<file path="src/design/i2crd_pkg.sv">
// Shared types and constants of the register-read bus master.
package i2crd_pkg;

    // Field widths fixed by the word formats.
    localparam int HALF_W = 16;
    localparam int BYTE_W = 8;
    localparam int APB_AW = 3;
    localparam int APB_DW = 32;

    // Default width of the phase hold counter.
    localparam int HOLD_BITS_DEFAULT = 16;

    // Reset value of the half period register.
    localparam logic [HALF_W-1:0] HALF_RESET = 16'd250;

    // Register index of the half period register (paddr bit 2).
    localparam logic REG_HALF_PERIOD = 1'b0;

    // Read/write bit of an address byte.
    localparam logic [BYTE_W-1:0] READ_BIT = 8'h01;

    // One input word.
    typedef struct packed {
        logic              kind;
        logic [BYTE_W-1:0] dev_addr;
        logic [BYTE_W-1:0] reg_index;
        logic              scl_line;
        logic              sda_line;
    } t_item;

    // One result word.
    typedef struct packed {
        logic              scl_release;
        logic              sda_release;
        logic              busy_res;
        logic              done_res;
        logic [BYTE_W-1:0] read_data;
        logic              ack_write_addr;
        logic              ack_register;
        logic              ack_read_addr;
    } t_result;

endpackage

</file>
<file path="src/design/i2crd_ifs.sv">
// Valid/ready channel interfaces for the input and result words.
interface i2crd_in_if;
    logic       valid;
    logic       ready;
    logic       kind;
    logic [7:0] dev_addr;
    logic [7:0] reg_index;
    logic       scl_line;
    logic       sda_line;

    modport source (output valid, kind, dev_addr, reg_index, scl_line, sda_line,
                    input ready);
    modport sink (input valid, kind, dev_addr, reg_index, scl_line, sda_line,
                  output ready);
endinterface

interface i2crd_out_if;
    logic       valid;
    logic       ready;
    logic       scl_release;
    logic       sda_release;
    logic       busy_res;
    logic       done_res;
    logic [7:0] read_data;
    logic       ack_write_addr;
    logic       ack_register;
    logic       ack_read_addr;

    modport source (output valid, scl_release, sda_release, busy_res, done_res,
                    read_data, ack_write_addr, ack_register, ack_read_addr,
                    input ready);
    modport sink (input valid, scl_release, sda_release, busy_res, done_res,
                  read_data, ack_write_addr, ack_register, ack_read_addr,
                  output ready);
endinterface

</file>
<file path="src/design/i2crd_seq.sv">
// Bus phase sequencer: advances the transfer by one tick per accepted word.
module i2crd_seq import i2crd_pkg::*; #(
    parameter int HOLD_COUNTER_BITS = HOLD_BITS_DEFAULT
) (
    input  logic              i_clk,
    input  logic              i_rst_n,
    input  logic              i_step,
    input  t_item             i_item,
    input  logic [HALF_W-1:0] i_half,
    output t_result           o_result
);

    localparam int HB = HOLD_COUNTER_BITS;
    localparam int CW = (HB > HALF_W) ? HB : HALF_W;
    localparam logic [CW-1:0] HOLD_CAP = CW'((64'd1 << HB) - 64'd1);

    // Line drive bits: bit 0 releases the clock, bit 1 the data line.
    localparam logic [1:0] LN_NONE = 2'b00;
    localparam logic [1:0] LN_SCL  = 2'b01;
    localparam logic [1:0] LN_SDA  = 2'b10;
    localparam logic [1:0] LN_BOTH = 2'b11;

    typedef enum logic [27:0] {
        PH_IDLE    = 28'h0000001,
        PH_S1A     = 28'h0000002,
        PH_S1B     = 28'h0000004,
        PH_S1C     = 28'h0000008,
        PH_S1D     = 28'h0000010,
        PH_TXA_LO  = 28'h0000020,
        PH_TXA_HI  = 28'h0000040,
        PH_ACKA_LO = 28'h0000080,
        PH_ACKA_HI = 28'h0000100,
        PH_TXR_LO  = 28'h0000200,
        PH_TXR_HI  = 28'h0000400,
        PH_ACKR_LO = 28'h0000800,
        PH_ACKR_HI = 28'h0001000,
        PH_S2A     = 28'h0002000,
        PH_S2B     = 28'h0004000,
        PH_S2C     = 28'h0008000,
        PH_S2D     = 28'h0010000,
        PH_TXD_LO  = 28'h0020000,
        PH_TXD_HI  = 28'h0040000,
        PH_ACKD_LO = 28'h0080000,
        PH_ACKD_HI = 28'h0100000,
        PH_RX_LO   = 28'h0200000,
        PH_RX_HI   = 28'h0400000,
        PH_NACK_LO = 28'h0800000,
        PH_NACK_HI = 28'h1000000,
        PH_SP_A    = 28'h2000000,
        PH_SP_B    = 28'h4000000,
        PH_SP_C    = 28'h8000000
    } t_phase;

    // Line levels on entry to a phase; some phases only change one line.
    function automatic logic [1:0] enter_line(input t_phase p, input logic [1:0] line,
                                              input logic [BYTE_W-1:0] sh);
        logic [1:0] res;
        res = LN_BOTH;
        case (p)
            PH_S1A:                                 res = LN_BOTH;
            PH_S1B, PH_S2B:                         res = line | LN_SCL;
            PH_S1C, PH_S2C:                         res = line & ~LN_SDA;
            PH_S1D, PH_S2D:                         res = line & ~LN_SCL;
            PH_S2A:                                 res = LN_SDA;
            PH_TXA_LO, PH_TXR_LO, PH_TXD_LO:        res = sh[BYTE_W-1] ? LN_SDA : LN_NONE;
            PH_TXA_HI, PH_TXR_HI, PH_TXD_HI:        res = line | LN_SCL;
            PH_ACKA_LO, PH_ACKR_LO, PH_ACKD_LO:     res = LN_SDA;
            PH_ACKA_HI, PH_ACKR_HI, PH_ACKD_HI:     res = line | LN_SCL;
            PH_RX_LO, PH_NACK_LO:                   res = LN_SDA;
            PH_RX_HI, PH_NACK_HI, PH_SP_C:          res = LN_BOTH;
            PH_SP_A:                                res = LN_NONE;
            PH_SP_B:                                res = LN_SCL;
            default:                                res = LN_BOTH;
        endcase
        return res;
    endfunction

    t_phase            r_phase, n_phase;
    logic [3:0]        r_bit_count, n_bit_count;
    logic [BYTE_W-1:0] r_shift, n_shift;
    logic [HB-1:0]     r_hold, n_hold;
    logic [BYTE_W-1:0] r_addr, n_addr;
    logic [BYTE_W-1:0] r_reg, n_reg;
    logic [BYTE_W-1:0] r_recv, n_recv;
    logic [2:0]        r_ack, n_ack;
    logic [1:0]        r_line, n_line;

    logic [CW-1:0] half_ext;
    logic [CW-1:0] lim_sat;
    logic [HB-1:0] hold_lim;
    logic [HB-1:0] hold_inc;
    logic [3:0]    bc_inc;
    logic          fin;
    logic          go;
    logic          done;
    t_phase        tgt;

    // Hold limit: saturate to the counter range, and treat zero as one.
    always_comb begin
        half_ext = CW'(i_half);
        lim_sat  = (half_ext > HOLD_CAP) ? HOLD_CAP : half_ext;
        hold_lim = (lim_sat == '0) ? HB'(1) : lim_sat[HB-1:0];
    end

    assign hold_inc = r_hold + HB'(1);
    assign bc_inc   = r_bit_count + 4'd1;

    always_comb begin
        n_phase     = r_phase;
        n_bit_count = r_bit_count;
        n_shift     = r_shift;
        n_hold      = r_hold;
        n_addr      = r_addr;
        n_reg       = r_reg;
        n_recv      = r_recv;
        n_ack       = r_ack;
        n_line      = r_line;
        fin         = 1'b0;
        go          = 1'b0;
        done        = 1'b0;
        tgt         = PH_IDLE;

        case (r_phase)
            PH_IDLE: begin
                if (i_item.kind) begin
                    n_addr      = i_item.dev_addr;
                    n_reg       = i_item.reg_index;
                    n_ack       = 3'b111;
                    n_bit_count = 4'd0;
                    go          = 1'b1;
                    tgt         = PH_S1A;
                end
            end
            PH_RX_HI: begin
                // The device may hold the clock low; restart the count then.
                if (!i_item.scl_line) begin
                    n_hold = '0;
                end else begin
                    n_hold = hold_inc;
                    fin    = (hold_inc >= hold_lim);
                end
            end
            PH_S1A, PH_S1B, PH_S1C, PH_S1D, PH_TXA_LO, PH_TXA_HI, PH_ACKA_LO,
            PH_ACKA_HI, PH_TXR_LO, PH_TXR_HI, PH_ACKR_LO, PH_ACKR_HI, PH_S2A,
            PH_S2B, PH_S2C, PH_S2D, PH_TXD_LO, PH_TXD_HI, PH_ACKD_LO, PH_ACKD_HI,
            PH_RX_LO, PH_NACK_LO, PH_NACK_HI, PH_SP_A, PH_SP_B, PH_SP_C: begin
                if (r_hold >= hold_lim) begin
                    fin = 1'b1;
                end else begin
                    n_hold = hold_inc;
                end
            end
            default: begin
                go  = 1'b1;
                tgt = PH_IDLE;
            end
        endcase

        if (fin) begin
            go = 1'b1;
            case (r_phase)
                PH_S1A:     tgt = PH_S1B;
                PH_S1B:     tgt = PH_S1C;
                PH_S1C:     tgt = PH_S1D;
                PH_S2A:     tgt = PH_S2B;
                PH_S2B:     tgt = PH_S2C;
                PH_S2C:     tgt = PH_S2D;
                PH_TXA_LO:  tgt = PH_TXA_HI;
                PH_TXR_LO:  tgt = PH_TXR_HI;
                PH_TXD_LO:  tgt = PH_TXD_HI;
                PH_ACKA_LO: tgt = PH_ACKA_HI;
                PH_ACKR_LO: tgt = PH_ACKR_HI;
                PH_ACKD_LO: tgt = PH_ACKD_HI;
                PH_RX_LO:   tgt = PH_RX_HI;
                PH_NACK_LO: tgt = PH_NACK_HI;
                PH_NACK_HI: tgt = PH_SP_A;
                PH_SP_A:    tgt = PH_SP_B;
                PH_SP_B:    tgt = PH_SP_C;
                PH_S1D: begin
                    n_shift     = r_addr;
                    n_bit_count = 4'd0;
                    tgt         = PH_TXA_LO;
                end
                PH_S2D: begin
                    n_shift     = r_addr | READ_BIT;
                    n_bit_count = 4'd0;
                    tgt         = PH_TXD_LO;
                end
                PH_TXA_HI: begin
                    n_shift     = {r_shift[BYTE_W-2:0], 1'b0};
                    n_bit_count = bc_inc;
                    tgt         = (bc_inc >= 4'd8) ? PH_ACKA_LO : PH_TXA_LO;
                end
                PH_TXR_HI: begin
                    n_shift     = {r_shift[BYTE_W-2:0], 1'b0};
                    n_bit_count = bc_inc;
                    tgt         = (bc_inc >= 4'd8) ? PH_ACKR_LO : PH_TXR_LO;
                end
                PH_TXD_HI: begin
                    n_shift     = {r_shift[BYTE_W-2:0], 1'b0};
                    n_bit_count = bc_inc;
                    tgt         = (bc_inc >= 4'd8) ? PH_ACKD_LO : PH_TXD_LO;
                end
                PH_ACKA_HI: begin
                    n_ack[0]    = i_item.sda_line;
                    n_shift     = r_reg;
                    n_bit_count = 4'd0;
                    tgt         = PH_TXR_LO;
                end
                PH_ACKR_HI: begin
                    n_ack[1] = i_item.sda_line;
                    tgt      = PH_S2A;
                end
                PH_ACKD_HI: begin
                    n_ack[2]    = i_item.sda_line;
                    n_shift     = '0;
                    n_bit_count = 4'd0;
                    tgt         = PH_RX_LO;
                end
                PH_RX_HI: begin
                    n_shift     = {r_shift[BYTE_W-2:0], i_item.sda_line};
                    n_bit_count = bc_inc;
                    if (bc_inc >= 4'd8) begin
                        n_recv = n_shift;
                        tgt    = PH_NACK_LO;
                    end else begin
                        tgt = PH_RX_LO;
                    end
                end
                PH_SP_C: begin
                    done = 1'b1;
                    tgt  = PH_IDLE;
                end
                default: tgt = PH_IDLE;
            endcase
        end

        if (go) begin
            n_phase = tgt;
            n_hold  = ((tgt == PH_RX_HI) || (tgt == PH_IDLE)) ? '0 : HB'(1);
            n_line  = enter_line(tgt, r_line, n_shift);
        end
    end

    always_ff @(posedge i_clk) begin
        if (!i_rst_n) begin
            r_phase     <= PH_IDLE;
            r_bit_count <= '0;
            r_shift     <= '0;
            r_hold      <= '0;
            r_addr      <= '0;
            r_reg       <= '0;
            r_recv      <= '0;
            r_ack       <= 3'b111;
            r_line      <= LN_BOTH;
        end else if (i_step) begin
            r_phase     <= n_phase;
            r_bit_count <= n_bit_count;
            r_shift     <= n_shift;
            r_hold      <= n_hold;
            r_addr      <= n_addr;
            r_reg       <= n_reg;
            r_recv      <= n_recv;
            r_ack       <= n_ack;
            r_line      <= n_line;
        end
    end

    always_comb begin
        o_result.scl_release    = n_line[0];
        o_result.sda_release    = n_line[1];
        o_result.busy_res       = (n_phase != PH_IDLE);
        o_result.done_res       = done;
        o_result.read_data      = n_recv;
        o_result.ack_write_addr = n_ack[0];
        o_result.ack_register   = n_ack[1];
        o_result.ack_read_addr  = n_ack[2];
    end

endmodule

</file>
<file path="src/design/i2c_register_read_master_core.sv">
// Top level of the register-read bus master: sequencer, output buffer and APB register.
//
// This block runs one register read on an open-drain two-wire bus: start, device
// write address, register number, repeated start, device read address, one byte
// received MSB first with a NACK from the master, and stop. Every accepted input
// word is one timing tick, and a start word (kind = 1) begins a read only while
// the block is idle. Each accepted word produces exactly one result word that
// carries the line drive, busy and done flags, the received byte and the three
// acknowledge bits. The sequencer updates all of its state together, so the block
// accepts one word every clock cycle while the skid register is free; each result
// is registered into the output register or the skid register. A two-entry
// output buffer (an output register plus a skid register) sits between the sides,
// so input is still taken while one result waits; input stalls only once both
// entries are full. Each line phase lasts half_period_ticks ticks (APB byte
// address 0, reset 250); the clock-high phase of a received bit restarts its count
// on every tick at which the device holds the clock low.
module i2c_register_read_master_core import i2crd_pkg::*; #(
    parameter int HOLD_COUNTER_BITS = HOLD_BITS_DEFAULT
) (
    input  logic              i_clk,
    input  logic              i_rst_n,
    i2crd_in_if.sink          i_in,
    i2crd_out_if.source       o_out,
    input  logic              psel,
    input  logic              penable,
    input  logic              pwrite,
    input  logic [APB_AW-1:0] paddr,
    input  logic [APB_DW-1:0] pwdata,
    output logic [APB_DW-1:0] prdata,
    output logic              pready
);

    logic [HALF_W-1:0] r_half_period;
    logic              r_out_valid;
    logic              r_skid_valid;
    t_result           r_out_data;
    t_result           r_skid_data;
    t_item             item;
    t_result           result;
    logic              step;
    logic              cfg_wr;

    // Configuration register. Writes always complete in the access cycle.
    assign pready = 1'b1;
    assign cfg_wr = psel && penable && pwrite;

    always_ff @(posedge i_clk) begin
        if (!i_rst_n) begin
            r_half_period <= HALF_RESET;
        end else if (cfg_wr && (paddr[2] == REG_HALF_PERIOD)) begin
            r_half_period <= pwdata[HALF_W-1:0];
        end
    end

    assign prdata = (paddr[2] == REG_HALF_PERIOD) ? APB_DW'(r_half_period) : '0;

    // Input side. A word is taken whenever the skid register is free.
    assign i_in.ready = !r_skid_valid;
    assign step       = i_in.valid && !r_skid_valid;

    always_comb begin
        item.kind      = i_in.kind;
        item.dev_addr  = i_in.dev_addr;
        item.reg_index = i_in.reg_index;
        item.scl_line  = i_in.scl_line;
        item.sda_line  = i_in.sda_line;
    end

    i2crd_seq #(
        .HOLD_COUNTER_BITS(HOLD_COUNTER_BITS)
    ) u_seq (
        .i_clk   (i_clk),
        .i_rst_n (i_rst_n),
        .i_step  (step),
        .i_item  (item),
        .i_half  (r_half_period),
        .o_result(result)
    );

    // Output buffer. The output register refills from the skid register first,
    // so result words leave in the order they were made.
    always_ff @(posedge i_clk) begin
        if (!i_rst_n) begin
            r_out_valid  <= 1'b0;
            r_skid_valid <= 1'b0;
        end else if (!r_out_valid || o_out.ready) begin
            if (r_skid_valid) begin
                r_out_valid  <= 1'b1;
                r_skid_valid <= step;
            end else begin
                r_out_valid <= step;
            end
        end else if (step) begin
            r_skid_valid <= 1'b1;
        end
    end

    always_ff @(posedge i_clk) begin
        if (step) begin
            r_skid_data <= result;
        end
        if (!r_out_valid || o_out.ready) begin
            r_out_data <= r_skid_valid ? r_skid_data : result;
        end
    end

    assign o_out.valid          = r_out_valid;
    assign o_out.scl_release    = r_out_data.scl_release;
    assign o_out.sda_release    = r_out_data.sda_release;
    assign o_out.busy_res       = r_out_data.busy_res;
    assign o_out.done_res       = r_out_data.done_res;
    assign o_out.read_data      = r_out_data.read_data;
    assign o_out.ack_write_addr = r_out_data.ack_write_addr;
    assign o_out.ack_register   = r_out_data.ack_register;
    assign o_out.ack_read_addr  = r_out_data.ack_read_addr;

    // The skid register is only ever filled behind a full output register.
    a_skid_behind_out: assert property (@(posedge i_clk) disable iff (!i_rst_n)
        r_skid_valid |-> r_out_valid)
        else $error("skid entry held while the output register is empty");

    // A word taken while the output is stalled must land in the skid register.
    a_stall_to_skid: assert property (@(posedge i_clk) disable iff (!i_rst_n)
        (step && r_out_valid && !o_out.ready) |=> r_skid_valid)
        else $error("word accepted during a stall was not buffered");

    // The tick that completes the stop leaves the block idle with both lines released.
    a_done_idle: assert property (@(posedge i_clk) disable iff (!i_rst_n)
        (r_out_valid && r_out_data.done_res) |->
            (!r_out_data.busy_res && r_out_data.scl_release && r_out_data.sda_release))
        else $error("done reported while busy or with a line driven low");

endmodule
</file>
<file path="src/flat_wrapper.sv">
// flat-port wrapper written by rule: the top's interface ports become plain ports
module i2c_register_read_master_core_flat import i2crd_pkg::*;
#(
    parameter int HOLD_COUNTER_BITS = HOLD_BITS_DEFAULT
)
  (i_clk, i_rst_n, psel, penable, pwrite, paddr, pwdata, prdata, pready, i_in_valid, i_in_kind, i_in_dev_addr, i_in_reg_index, i_in_scl_line, i_in_sda_line, i_in_ready, o_out_valid, o_out_scl_release, o_out_sda_release, o_out_busy_res, o_out_done_res, o_out_read_data, o_out_ack_write_addr, o_out_ack_register, o_out_ack_read_addr, o_out_ready);
  i2crd_in_if i_in_i ();
  i2crd_out_if o_out_i ();
  input  logic i_clk;
  input  logic i_rst_n;
  input  logic psel;
  input  logic penable;
  input  logic pwrite;
  input  logic [APB_AW-1:0] paddr;
  input  logic [APB_DW-1:0] pwdata;
  output logic [APB_DW-1:0] prdata;
  output logic pready;
  input wire logic [$bits(i_in_i.valid)-1:0] i_in_valid;
  input wire logic [$bits(i_in_i.kind)-1:0] i_in_kind;
  input wire logic [$bits(i_in_i.dev_addr)-1:0] i_in_dev_addr;
  input wire logic [$bits(i_in_i.reg_index)-1:0] i_in_reg_index;
  input wire logic [$bits(i_in_i.scl_line)-1:0] i_in_scl_line;
  input wire logic [$bits(i_in_i.sda_line)-1:0] i_in_sda_line;
  output wire logic [$bits(i_in_i.ready)-1:0] i_in_ready;
  output wire logic [$bits(o_out_i.valid)-1:0] o_out_valid;
  output wire logic [$bits(o_out_i.scl_release)-1:0] o_out_scl_release;
  output wire logic [$bits(o_out_i.sda_release)-1:0] o_out_sda_release;
  output wire logic [$bits(o_out_i.busy_res)-1:0] o_out_busy_res;
  output wire logic [$bits(o_out_i.done_res)-1:0] o_out_done_res;
  output wire logic [$bits(o_out_i.read_data)-1:0] o_out_read_data;
  output wire logic [$bits(o_out_i.ack_write_addr)-1:0] o_out_ack_write_addr;
  output wire logic [$bits(o_out_i.ack_register)-1:0] o_out_ack_register;
  output wire logic [$bits(o_out_i.ack_read_addr)-1:0] o_out_ack_read_addr;
  input wire logic [$bits(o_out_i.ready)-1:0] o_out_ready;
  assign i_in_i.valid = i_in_valid;
  assign i_in_i.kind = i_in_kind;
  assign i_in_i.dev_addr = i_in_dev_addr;
  assign i_in_i.reg_index = i_in_reg_index;
  assign i_in_i.scl_line = i_in_scl_line;
  assign i_in_i.sda_line = i_in_sda_line;
  assign i_in_ready = i_in_i.ready;
  assign o_out_valid = o_out_i.valid;
  assign o_out_scl_release = o_out_i.scl_release;
  assign o_out_sda_release = o_out_i.sda_release;
  assign o_out_busy_res = o_out_i.busy_res;
  assign o_out_done_res = o_out_i.done_res;
  assign o_out_read_data = o_out_i.read_data;
  assign o_out_ack_write_addr = o_out_i.ack_write_addr;
  assign o_out_ack_register = o_out_i.ack_register;
  assign o_out_ack_read_addr = o_out_i.ack_read_addr;
  assign o_out_i.ready = o_out_ready;
  i2c_register_read_master_core #(.HOLD_COUNTER_BITS(HOLD_COUNTER_BITS)) u_core (.i_clk(i_clk), .i_rst_n(i_rst_n), .i_in(i_in_i), .o_out(o_out_i), .psel(psel), .penable(penable), .pwrite(pwrite), .paddr(paddr), .pwdata(pwdata), .prdata(prdata), .pready(pready));
endmodule
</file>
<file path="config.mk">
export PLATFORM = sky130hd
export DESIGN_NAME = i2c_register_read_master_core_flat
export DESIGN_NICKNAME = d
export VERILOG_FILES = /design/src/design/i2crd_pkg.sv /design/src/design/i2crd_ifs.sv /design/src/design/i2crd_seq.sv /design/src/design/i2c_register_read_master_core.sv /design/src/flat_wrapper.sv
export SDC_FILE = /design/constraint.sdc
export NUM_CORES = 1
export LEC_CHECK = 0
export CORE_UTILIZATION = 45
export CTS_BUF_LIST = sky130_fd_sc_hd__clkbuf_8
export DETAILED_ROUTE_END_ITERATION = 10
export DONT_BUFFER_PORTS = 1
export SLEW_MARGIN = 40
export SYNTH_ARGS = -nofsm -noshare
export SYNTH_HDL_FRONTEND = slang
export SYNTH_HIERARCHICAL = 1
export SYNTH_SLANG_ARGS = --single-unit
</file>
<file path="constraint.sdc">
create_clock -name i_clk -period 5.5 [get_ports i_clk]
set_input_delay 1.1 -clock i_clk [delete_from_list [all_inputs] [get_ports i_clk]]
set_output_delay 1.1 -clock i_clk [all_outputs]
set_load 0.02 [all_outputs]
</file>
==> flow_results.org, run 1 <==
** Setup path
- Library cell contributing the largest single delay on the critical path :: dfxtp_1
- The setup path with the least slack is of type flip-flop to flip-flop.
- In this design, the largest share of critical-path delay is due to simple AND/OR/NAND/NOR gates.
- Required time of the worst setup path :: 5.71 ns
- The critical path goes through ha_1 -> nand3_1 -> nor2_1 -> and3_1 -> and3_1 -> nand3_1 -> xnor2_1 -> ha_1 -> a21o_1 -> a21o_1 -> a21oi_1 -> inv_1 -> o211ai_1 -> a21boi_1 -> or3b_1 -> mux2_2 -> mux2_2.
- STA puts the critical path data arrival time at 5.16 ns.
- STA classifies the critical path endpoint as a flip-flop.
- The largest single stage delay on the critical path is 0.48 ns.
- Counting both buffers and inverters, the worst setup path holds a total of 1.
- Critical path fanouts, max :: 9
- The worst setup path is launched from a flip-flop.

** GRT
- GR Layer Usage met3 :: 5.188%
- Total global-route track usage :: 23.27%
- Initial antenna violation count :: 0
- The first global-routing pass estimated 33890 um of wire.
- The layer flagged by global routing as most heavily used is met2.
- Pin count of the biggest net entering global routing :: 66
- For this run, global-route usage on met2 was measured as 34.87%.
- Number of global-route vias before repair :: 6223
- Grt ovf :: 0
- For this run, global-route usage on met1 was measured as 33.72%.

** Clock network
- Skew-Pair Late Insertion Delay :: 0.46 ns
- CTS saw 133 sinks.
- Clock tree from TritonCTS :: done
- In this run the number of H-tree levels came out at 4.
- Gates resized during post-CTS repair numbered 0.
- Clk buf depth :: 2
- Post-CTS Setup Repair Bufs :: 0
- After clock tree synthesis, the clock-pin slew on the worst setup and hold paths is 0.09 ns.
- Cell at the root of the clock tree :: clkbuf_8
- Number of buffers inserted during clock tree synthesis :: 17
- Buffers inserted to repair hold after CTS numbered 0.

** Place
- Routability congestion estimate from global placement :: 0.9485
- Once placement finished, the instance area stood at 0.008313 mm^2.
- IO buf count :: 0
- HPWL after detailed placement :: 15560 um
- Pre-CTS setup slack :: 0.6404 ns

** Synth
- Sequential-to-total area share from yosys stat :: 35.69%
- Gate count after technology mapping :: 934
- Number of flops mapped to enable cells by yosys :: 30
- After synthesis, the netlist uses 86 different library cells.
- Top FF cell, synth :: dfxtp_1
- The Yosys step of the flow raised 6 warnings.
- In the synthesized netlist the async set-or-reset flop fraction comes to 0%.
- The mapped netlist covers 0.008300 mm^2.
- Number of storage elements in the synthesis netlist :: 133
- Dividing the synthesized area by the synthesized cell count gives 8.887 um^2.

** Finish
- Area of all sequential standard cells :: 0.002963 mm^2
- Area growth syn-to-layout :: 5.080%
- The multi-input combinational cells in the finished layout cover a total of 0.004905 mm^2.
- Counting the fill cells in the layout gives 1778.
- Net count reported at finish :: 999
- Of the cells placed in the final design, the portion with a size suffix greater than 1 is 12.00%.
- Antenna fix cells :: 0
- Biggest regs :: u_core/u_seq/r_phase: 28 flops, u_core/r_half_period: 16 flops, u_core/u_seq/r_hold: 16 flops
- The register with the most flip-flops in the layout has 28 of them.
- Fin area :: 0.008722 mm^2
- Ranked by flip-flop count, first place goes to u_core/u_seq/r_phase.

** Timing
- Setup Total Neg Slack :: 0 ns
- The clock period could shrink to 4.952 ns.
- The number of pins with negative max-slew slack in the final report is 0.
- Worst clock skew :: 0.01536 ns
- Post-route worst hold slack :: 0.4576 ns
- Crit path setup slack, layout :: 0.5484 ns
- Transition time of the tightest slew-check pin :: 0.9401 ns
- Timing would allow up to 202.0 MHz.
- After layout, the worst path uses 90.03% of the clock period.
- Headroom to the max-slew limit came out at 36.75%.
- Setup violations remaining at the end of the flow were counted as 0.
- Setup repair after global routing left no endpoint under its margin.
- Endpoints failing hold :: 0

** Floorplanning
- Pin placement for this block handled 111 I/O pins.
- From left edge to right edge, the die measures 137.8 um.
- Initial Utilization :: 46.05%
- DIE HEIGHT :: 137.8 um
- FP Rows :: 49
- The total area inside the core boundary comes to 0.01802 mm^2.
- Die ar. :: 0.01899 mm^2

** Power
- IR analysis of the VDD net gives a maximum drop of 0.1796 mV.
- Switching power as a share of total power :: 30.32%
- Share of total power in the clock network :: 39.8%
- NetSw :: 618.3 uW
- Relative contribution of combinational cells to total power :: 8.4%
- The internal portion of the total power is 1.421 mW.
- The analysis attributes to cell leakage a power of 3.438 nW.
- Dividing total power by cell area gives a power density of 233.8 mW/mm^2.
- Overall power :: 2.039 mW
- Relative contribution of sequential cells to total power :: 51.8%

** Route
- Detailed router's first-iteration violation count :: 729
- Vias after detailed routing :: 6930
- Drt pass-1 iters :: 6
- DRC violation count after routing :: 0
- After detailed routing, the number of vias per cell comes to 6.047.
- WL final :: 21870 um
- Routed length per instance :: 19.08 um
- The detail route stage leaves a number of antenna-violating nets equal to 0.

** Hold path
- The min-delay analysis places its worst path in the category flip-flop to flip-flop.

** Job
- Max-capacitance violation count :: 0

** Run status
- Result of the run :: completed
## worst register-to-register path: stages (launching register included)
cell and delay, ns:
dfxtp_1 0.48, ha_1 0.29, nand3_1 0.22, nor2_1 0.26, and3_1 0.30, and3_1 0.28, nand3_1 0.12, xnor2_1 0.17
ha_1 0.19, a21o_1 0.18, a21o_1 0.17, a21oi_1 0.17, inv_1 0.08, o211ai_1 0.29, a21boi_1 0.39, or3b_1 0.45
mux2_2 0.42, mux2_2 0.26
## final cells by class
class,instances,share of cell area (%)
flip-flops and latches,133,33.97
repair buffers,8,0.6886
clock buffers,17,2.683
inverters,32,1.377
well taps,229,3.285
clock inverters,15,1.764
multi-input cells,712,56.23
## metal layers
| layer | vias up | wire length, um |
|---|---|---|
| met5 | - | 0 |
| met4 | 0 | 280 |
| met3 | 27 | 1532 |
| met2 | 289 | 9445 |
| met1 | 3241 | 10610 |
| li1 | 3373 | - |
## path summary, 6_finish.rpt
| path | startpoint | endpoint | slack, ns | depth (start not counted) |
|---|---|---|---|---|
| worst max-delay path | u_core/u_seq/r_hold[0] | u_core/o_out.read_data[7] | 0.55 | 17 |
| worst max register to register | u_core/u_seq/r_hold[0] | u_core/o_out.read_data[7] | 0.55 | 17 |
| worst min-delay path | u_core/u_seq/r_addr[4] | u_core/u_seq/r_addr[4] | 0.46 | 2 |
| worst min register to register | u_core/u_seq/r_addr[4] | u_core/u_seq/r_addr[4] | 0.46 | 2 |
## layout by cell type, fill, tap and decap left out, types with 18 or more instances in the layout
| cell type | instances |
|---|---|
| inv_1 | 31 |
| mux2i_1 | 26 |
| a21oi_1 | 46 |
| ha_1 | 34 |
| nand3_1 | 27 |
| nor4_1 | 21 |
| nand4_1 | 18 |
| o21ai_0 | 29 |
| edfxtp_1 | 30 |
| dfxtp_1 | 103 |
| nor3_1 | 24 |
| nor2_1 | 48 |
| nor2b_1 | 30 |
| mux2_2 | 26 |
| nand2_1 | 125 |
## power by group through the flow
stage	combinational (mW)	clock, mW	sequential (mW)
after global routing	0.190	0.874	1.06
after floorplan	0.153	0	1.07
after global placement	0.168	0	1.08
after detailed placement	0.169	0	1.08
after CTS	0.169	0.833	1.06
final	0.172	0.811	1.06
## cells in the mapped netlist (6+ instances only)
cell	n	area [um^2]
inv_1	31	116.4
xor2_1	12	105.1
a21oi_1	46	230.2
edfxtp_1	30	900.9
nor4_1	22	137.6
nand2b_1	13	81.33
xnor2_1	11	96.34
ha_1	34	425.4
o2bb2ai_1	13	113.9
a22o_1	9	78.83
mux2i_1	26	260.3
or4_1	11	82.58
clkbuf_1	34	127.6
a21o_1	9	67.56
a222oi_1	7	70.07
and2b_2	6	52.55
buf_4	19	142.6
nor3_1	24	120.1
nor2_1	50	187.7
mux2_2	26	292.8
o21ai_0	29	145.1
buf_2	14	70.07
nand4b_1	6	52.55
dfxtp_1	103	2062
nand2_1	125	469.2
nor4b_1	6	52.55
nand4_1	18	112.6
nor2b_1	31	193.9
nand3_1	27	135.1
or4b_1	10	100.1
nor4_2	6	75.07
and3_1	7	43.79
or3_1	6	37.54
## through the flow
stage,utilization [%],std cells
floorplan,-,949
global placement,46.09,1114
detailed placement,46.12,1114
CTS,48.27,1146
global route,48.39,1146
finish,48.39,1146
## kinds of logic after synthesis
| logic type | after synthesis | synth area share, % |
|---|---|---|
| AOI/OAI and AO/OA | 175 | 14.98 |
| and+or+nand+nor | 411 | 28.76 |
| other | 2 | 0.09048 |
| buffers and inverters | 104 | 6.256 |
| adders and majority gates | 34 | 5.125 |
| xor gates and xnor gates | 23 | 2.427 |
| DFF | 133 | 35.69 |
| muxes | 52 | 6.663 |
No activity file was read; power rests on OpenSTA's default activity.
==> run 2: changes to the inputs <==
- REMOVE_ABC_BUFFERS: default -> 1
==> run 2 against run 1 <==
Net effect:
- routed wire length down 2.6%
- critical path depth is 1 higher
- clock skew rose by 0.0036 ns
- sequential share of layout area down 0.11 points
- flip-flop and latch count unchanged
- first-iteration DRC count is 17% lower
- worst hold slack worse by 0.0030 ns
- die area stayed put
- fmax grew 2.3%
- sequential power is essentially flat
- total power is 2.6% higher
- utilization grew 0.15 points
- largest power group unchanged
==> flow_results.org, run 2 (synthesis results as in run 1) <==
** Run status
- Result of the run :: completed

** Timing
- Transition time of the tightest slew-check pin :: 0.8191 ns (-0.1210 ns)
- Setup Total Neg Slack :: 0 ns (unchanged)
- The hold violation total from the final report was 0 (unchanged).
- The worst max-slew margin expressed relative to the limit was 44.62% (+7.9 points).
- Part of the cycle the worst path needs :: 88.01% (-2.0 points)
- The worst setup skew after layout came to 0.01895 ns (+0.003588 ns).
- The final setup violation count was 0 (unchanged).
- Setup repair after global routing left no endpoint under its margin.
- Final critical-path required period :: 4.841 ns (-0.1110 ns)
- The number of pins with negative max-slew slack in the final report was 0 (unchanged).
- Maximum operating frequency :: 206.6 MHz (+2.3%)

** Floorplanning
- Core footprint :: 0.01802 mm^2 (unchanged)
- Number of ports placed on the die boundary :: 111 (unchanged)
- The full die area was 0.01899 mm^2 (unchanged).
- The initial cell density of the core came to 46.05% (unchanged).
- The width of the chip came to 137.8 um (unchanged).
- DIE HEIGHT :: 137.8 um (unchanged)
- FP Rows :: 49 (unchanged)

** Power
- The part of the total power dissipated in sequential elements was 50.5% (-1.3 points).
- Share of total power in the clock network :: 41.3% (+1.5 points)
- The peak supply drop is 0.1546 mV (-14%).
- Switching power as a share of total power :: 29.75% (-0.57 points)
- Overall power :: 2.092 mW (+2.6%)
- The proportion of power drawn by combinational gates was 8.1% (-0.3 points).
- The power density over the cells came to 239.1 mW/mm^2 (+2.3%).
- The power dissipated by switching net loads was 622.3 uW (+0.66%).
- The static leakage power came to 3.452 nW (+0.40%).
- Internal :: 1.470 mW (+3.4%)

** Clock network
- Clock transition at the register clock pins on the worst setup and hold paths after CTS :: 0.09 ns (about the same)
- Number of clock sinks :: 133 (unchanged)
- The H-tree depth reported by CTS was 4 (unchanged).
- Post-CTS Setup Repair Bufs :: 0 (unchanged)
- Skew-Pair Late Insertion Delay :: 0.46 ns (about the same)
- Cell at the root of the clock tree :: clkbuf_8
- CTS resizes :: 0 (unchanged)
- The maximum buffer depth of the clock tree is 2 (unchanged).
- Number of buffers inserted during clock tree synthesis :: 17 (unchanged)
- # hold bufs at CTS :: 0 (unchanged)
- Clock tree from TritonCTS :: done

** Finish
- Area growth syn-to-layout :: 5.411%
- Biggest regs :: u_core/u_seq/r_phase: 28 flops, u_core/r_half_period: 16 flops, u_core/u_seq/r_hold: 16 flops
- Core Util, Final :: 48.54% (+0.15 points)
- Flip-flop count of the largest register after layout :: 28 (unchanged)
- The footprint of the multi-input gates was 0.004905 mm^2 (unchanged).
- The count of inserted antenna diode cells was 0 (unchanged).
- Fraction of final layout cells with drive strength greater than 1 :: 12.00% (unchanged)
- Commonest non-fill, non-tap cells in the layout :: nand2_1, dfxtp_1, nor2_1
- The number of nets in the finished design came to 999 (unchanged).
- Most frequent standard cell in the layout excluding fill and tap cells :: nand2_1
- Ranked by flip-flop count, first place goes to u_core/u_seq/r_phase.
- Number of fill cells in the layout :: 1768 (-0.56%)
- Area of all sequential standard cells :: 0.002963 mm^2 (unchanged)

** Place
- HPWL after detailed placement :: 15140 um (-2.7%)
- IO buf count :: 0 (unchanged)
- The final weighted congestion of routability-driven global placement is 0.9865 (+4.0%).

** Setup path
- Required time of the worst setup path :: 5.71 ns (about the same)
- Endpoint kind of the worst setup timing path :: flip-flop
- The setup path with the least slack is of type flip-flop to flip-flop.
- The maximum net fanout on the critical path was 13 (+4).
- The arrival time at the worst endpoint is 5.05 ns (-0.11 ns).
- Critical path launch point type :: flip-flop

** Route
- Vias after detailed routing :: 6914 (-0.23%)
- Routed Antenna Nets :: 0 (unchanged)
- The DRC marker count from the first detailed-route iteration is 603 (-17%).
- The detailed-route wire length is 21300 um (-2.6%).
- Routed vias/inst :: 6.033 (-0.23%)
- DRC violation count after routing :: 0 (unchanged)
- The number of search-and-repair iterations in the first detailed-routing pass came to 5 (-1).
- The per-cell routed wire length is 18.59 um (-2.6%).

** GRT
- Number of global-route vias before repair :: 6128 (-1.5%)
- Pin count of the biggest net entering global routing :: 66 (unchanged)
- Total global-route track usage :: 22.71% (-0.56 points)
- Initial antenna violation count :: 0 (unchanged)
- Grt ovf :: 0 (unchanged)
- The wire length of the first global-routing pass came to 33100 um (-2.3%).

** Job
- Max-capacitance violation count :: 0 (unchanged)

** Hold path
- Worst Hold Class :: flip-flop to flip-flop
==> run 2: cell count changes in the layout (fill, tap and decap cells not counted), sizes merged <==
cell / before / now
clkinvlp: 2 / 1
bufinv: 0 / 1
==> run 2: worst paths after layout <==
| kind | slack [ns] | to | cells past startpoint | from |
|---|---|---|---|---|
| max | 0.66 | u_core/o_out.read_data[0] | 18 | u_core/u_seq/r_hold[0] |
| min | 0.45 | u_core/u_seq/r_reg[0] | 2 | u_core/u_seq/r_reg[0] |
| max reg2reg | 0.66 | u_core/o_out.read_data[0] | 18 | u_core/u_seq/r_hold[0] |
| min reg2reg | 0.45 | u_core/u_seq/r_reg[0] | 2 | u_core/u_seq/r_reg[0] |
==> run 2: stage by stage <==
| step | instance area, um^2 | hold WS (ns) | cells | setup slack [ns] |
|---|---|---|---|---|
| after detailed placement | 8319 | 0.4468 | 1114 | 0.6971 |
| after global placement | 8307 | 0.4407 | 1114 | 0.7208 |
| after CTS | 8735 | 0.4591 | 1146 | 0.6731 |
| final | 8750 | 0.4546 | 1146 | 0.6594 |
| after floorplan | 7958 | 0.4305 | 877 | 0.9934 |
| after global routing | 8750 | 0.4815 | 1146 | 0.3316 |
==> run 2: final cells by class <==
class / count / area share (%)
well taps: 229 / 3.275
flip-flops and latches: 133 / 33.86
clock buffers: 17 / 2.674
multi-input cells: 712 / 56.06
inverters: 32 / 1.373
repair buffers: 8 / 0.6864
clock inverters: 15 / 2.074
==> run 2: metal layers <==
metal / global-route usage [%] / vias to the layer above / share of wire (%)
met5: 0 / - / 0
met4: 8.756 / 0 / 2.6
met2: 33.25 / 270 / 42
li1: - / 3375 / -
met3: 4.341 / 47 / 6.5
met1: 32.54 / 3222 / 49
==> run 2: worst max-delay path, cell delays in order, from the launching register on <==
cell and delay (ns):
dfxtp_1 0.48, ha_1 0.28, nand3_1 0.22, nor2_1 0.27
and3_1 0.30, and3_1 0.27, nand3_1 0.11, xnor2_1 0.16
ha_1 0.19, a21o_1 0.17, a21o_1 0.17, a21oi_1 0.17
inv_1 0.08, o211ai_1 0.26, a21boi_1 0.20, buf_4 0.23
or3b_1 0.40, mux2_2 0.40, mux2_2 0.26
==> run 2: power groups by stage <==
stage | sequential, mW | combinational [mW] | clock, mW
2_1_floorplan | 1.07 | 0.126 | 0
3_3_place_gp | 1.08 | 0.167 | 0
3_5_place_dp | 1.08 | 0.167 | 0
4_1_cts | 1.06 | 0.168 | 0.885
5_1_grt | 1.06 | 0.188 | 0.929
6_report | 1.06 | 0.170 | 0.865
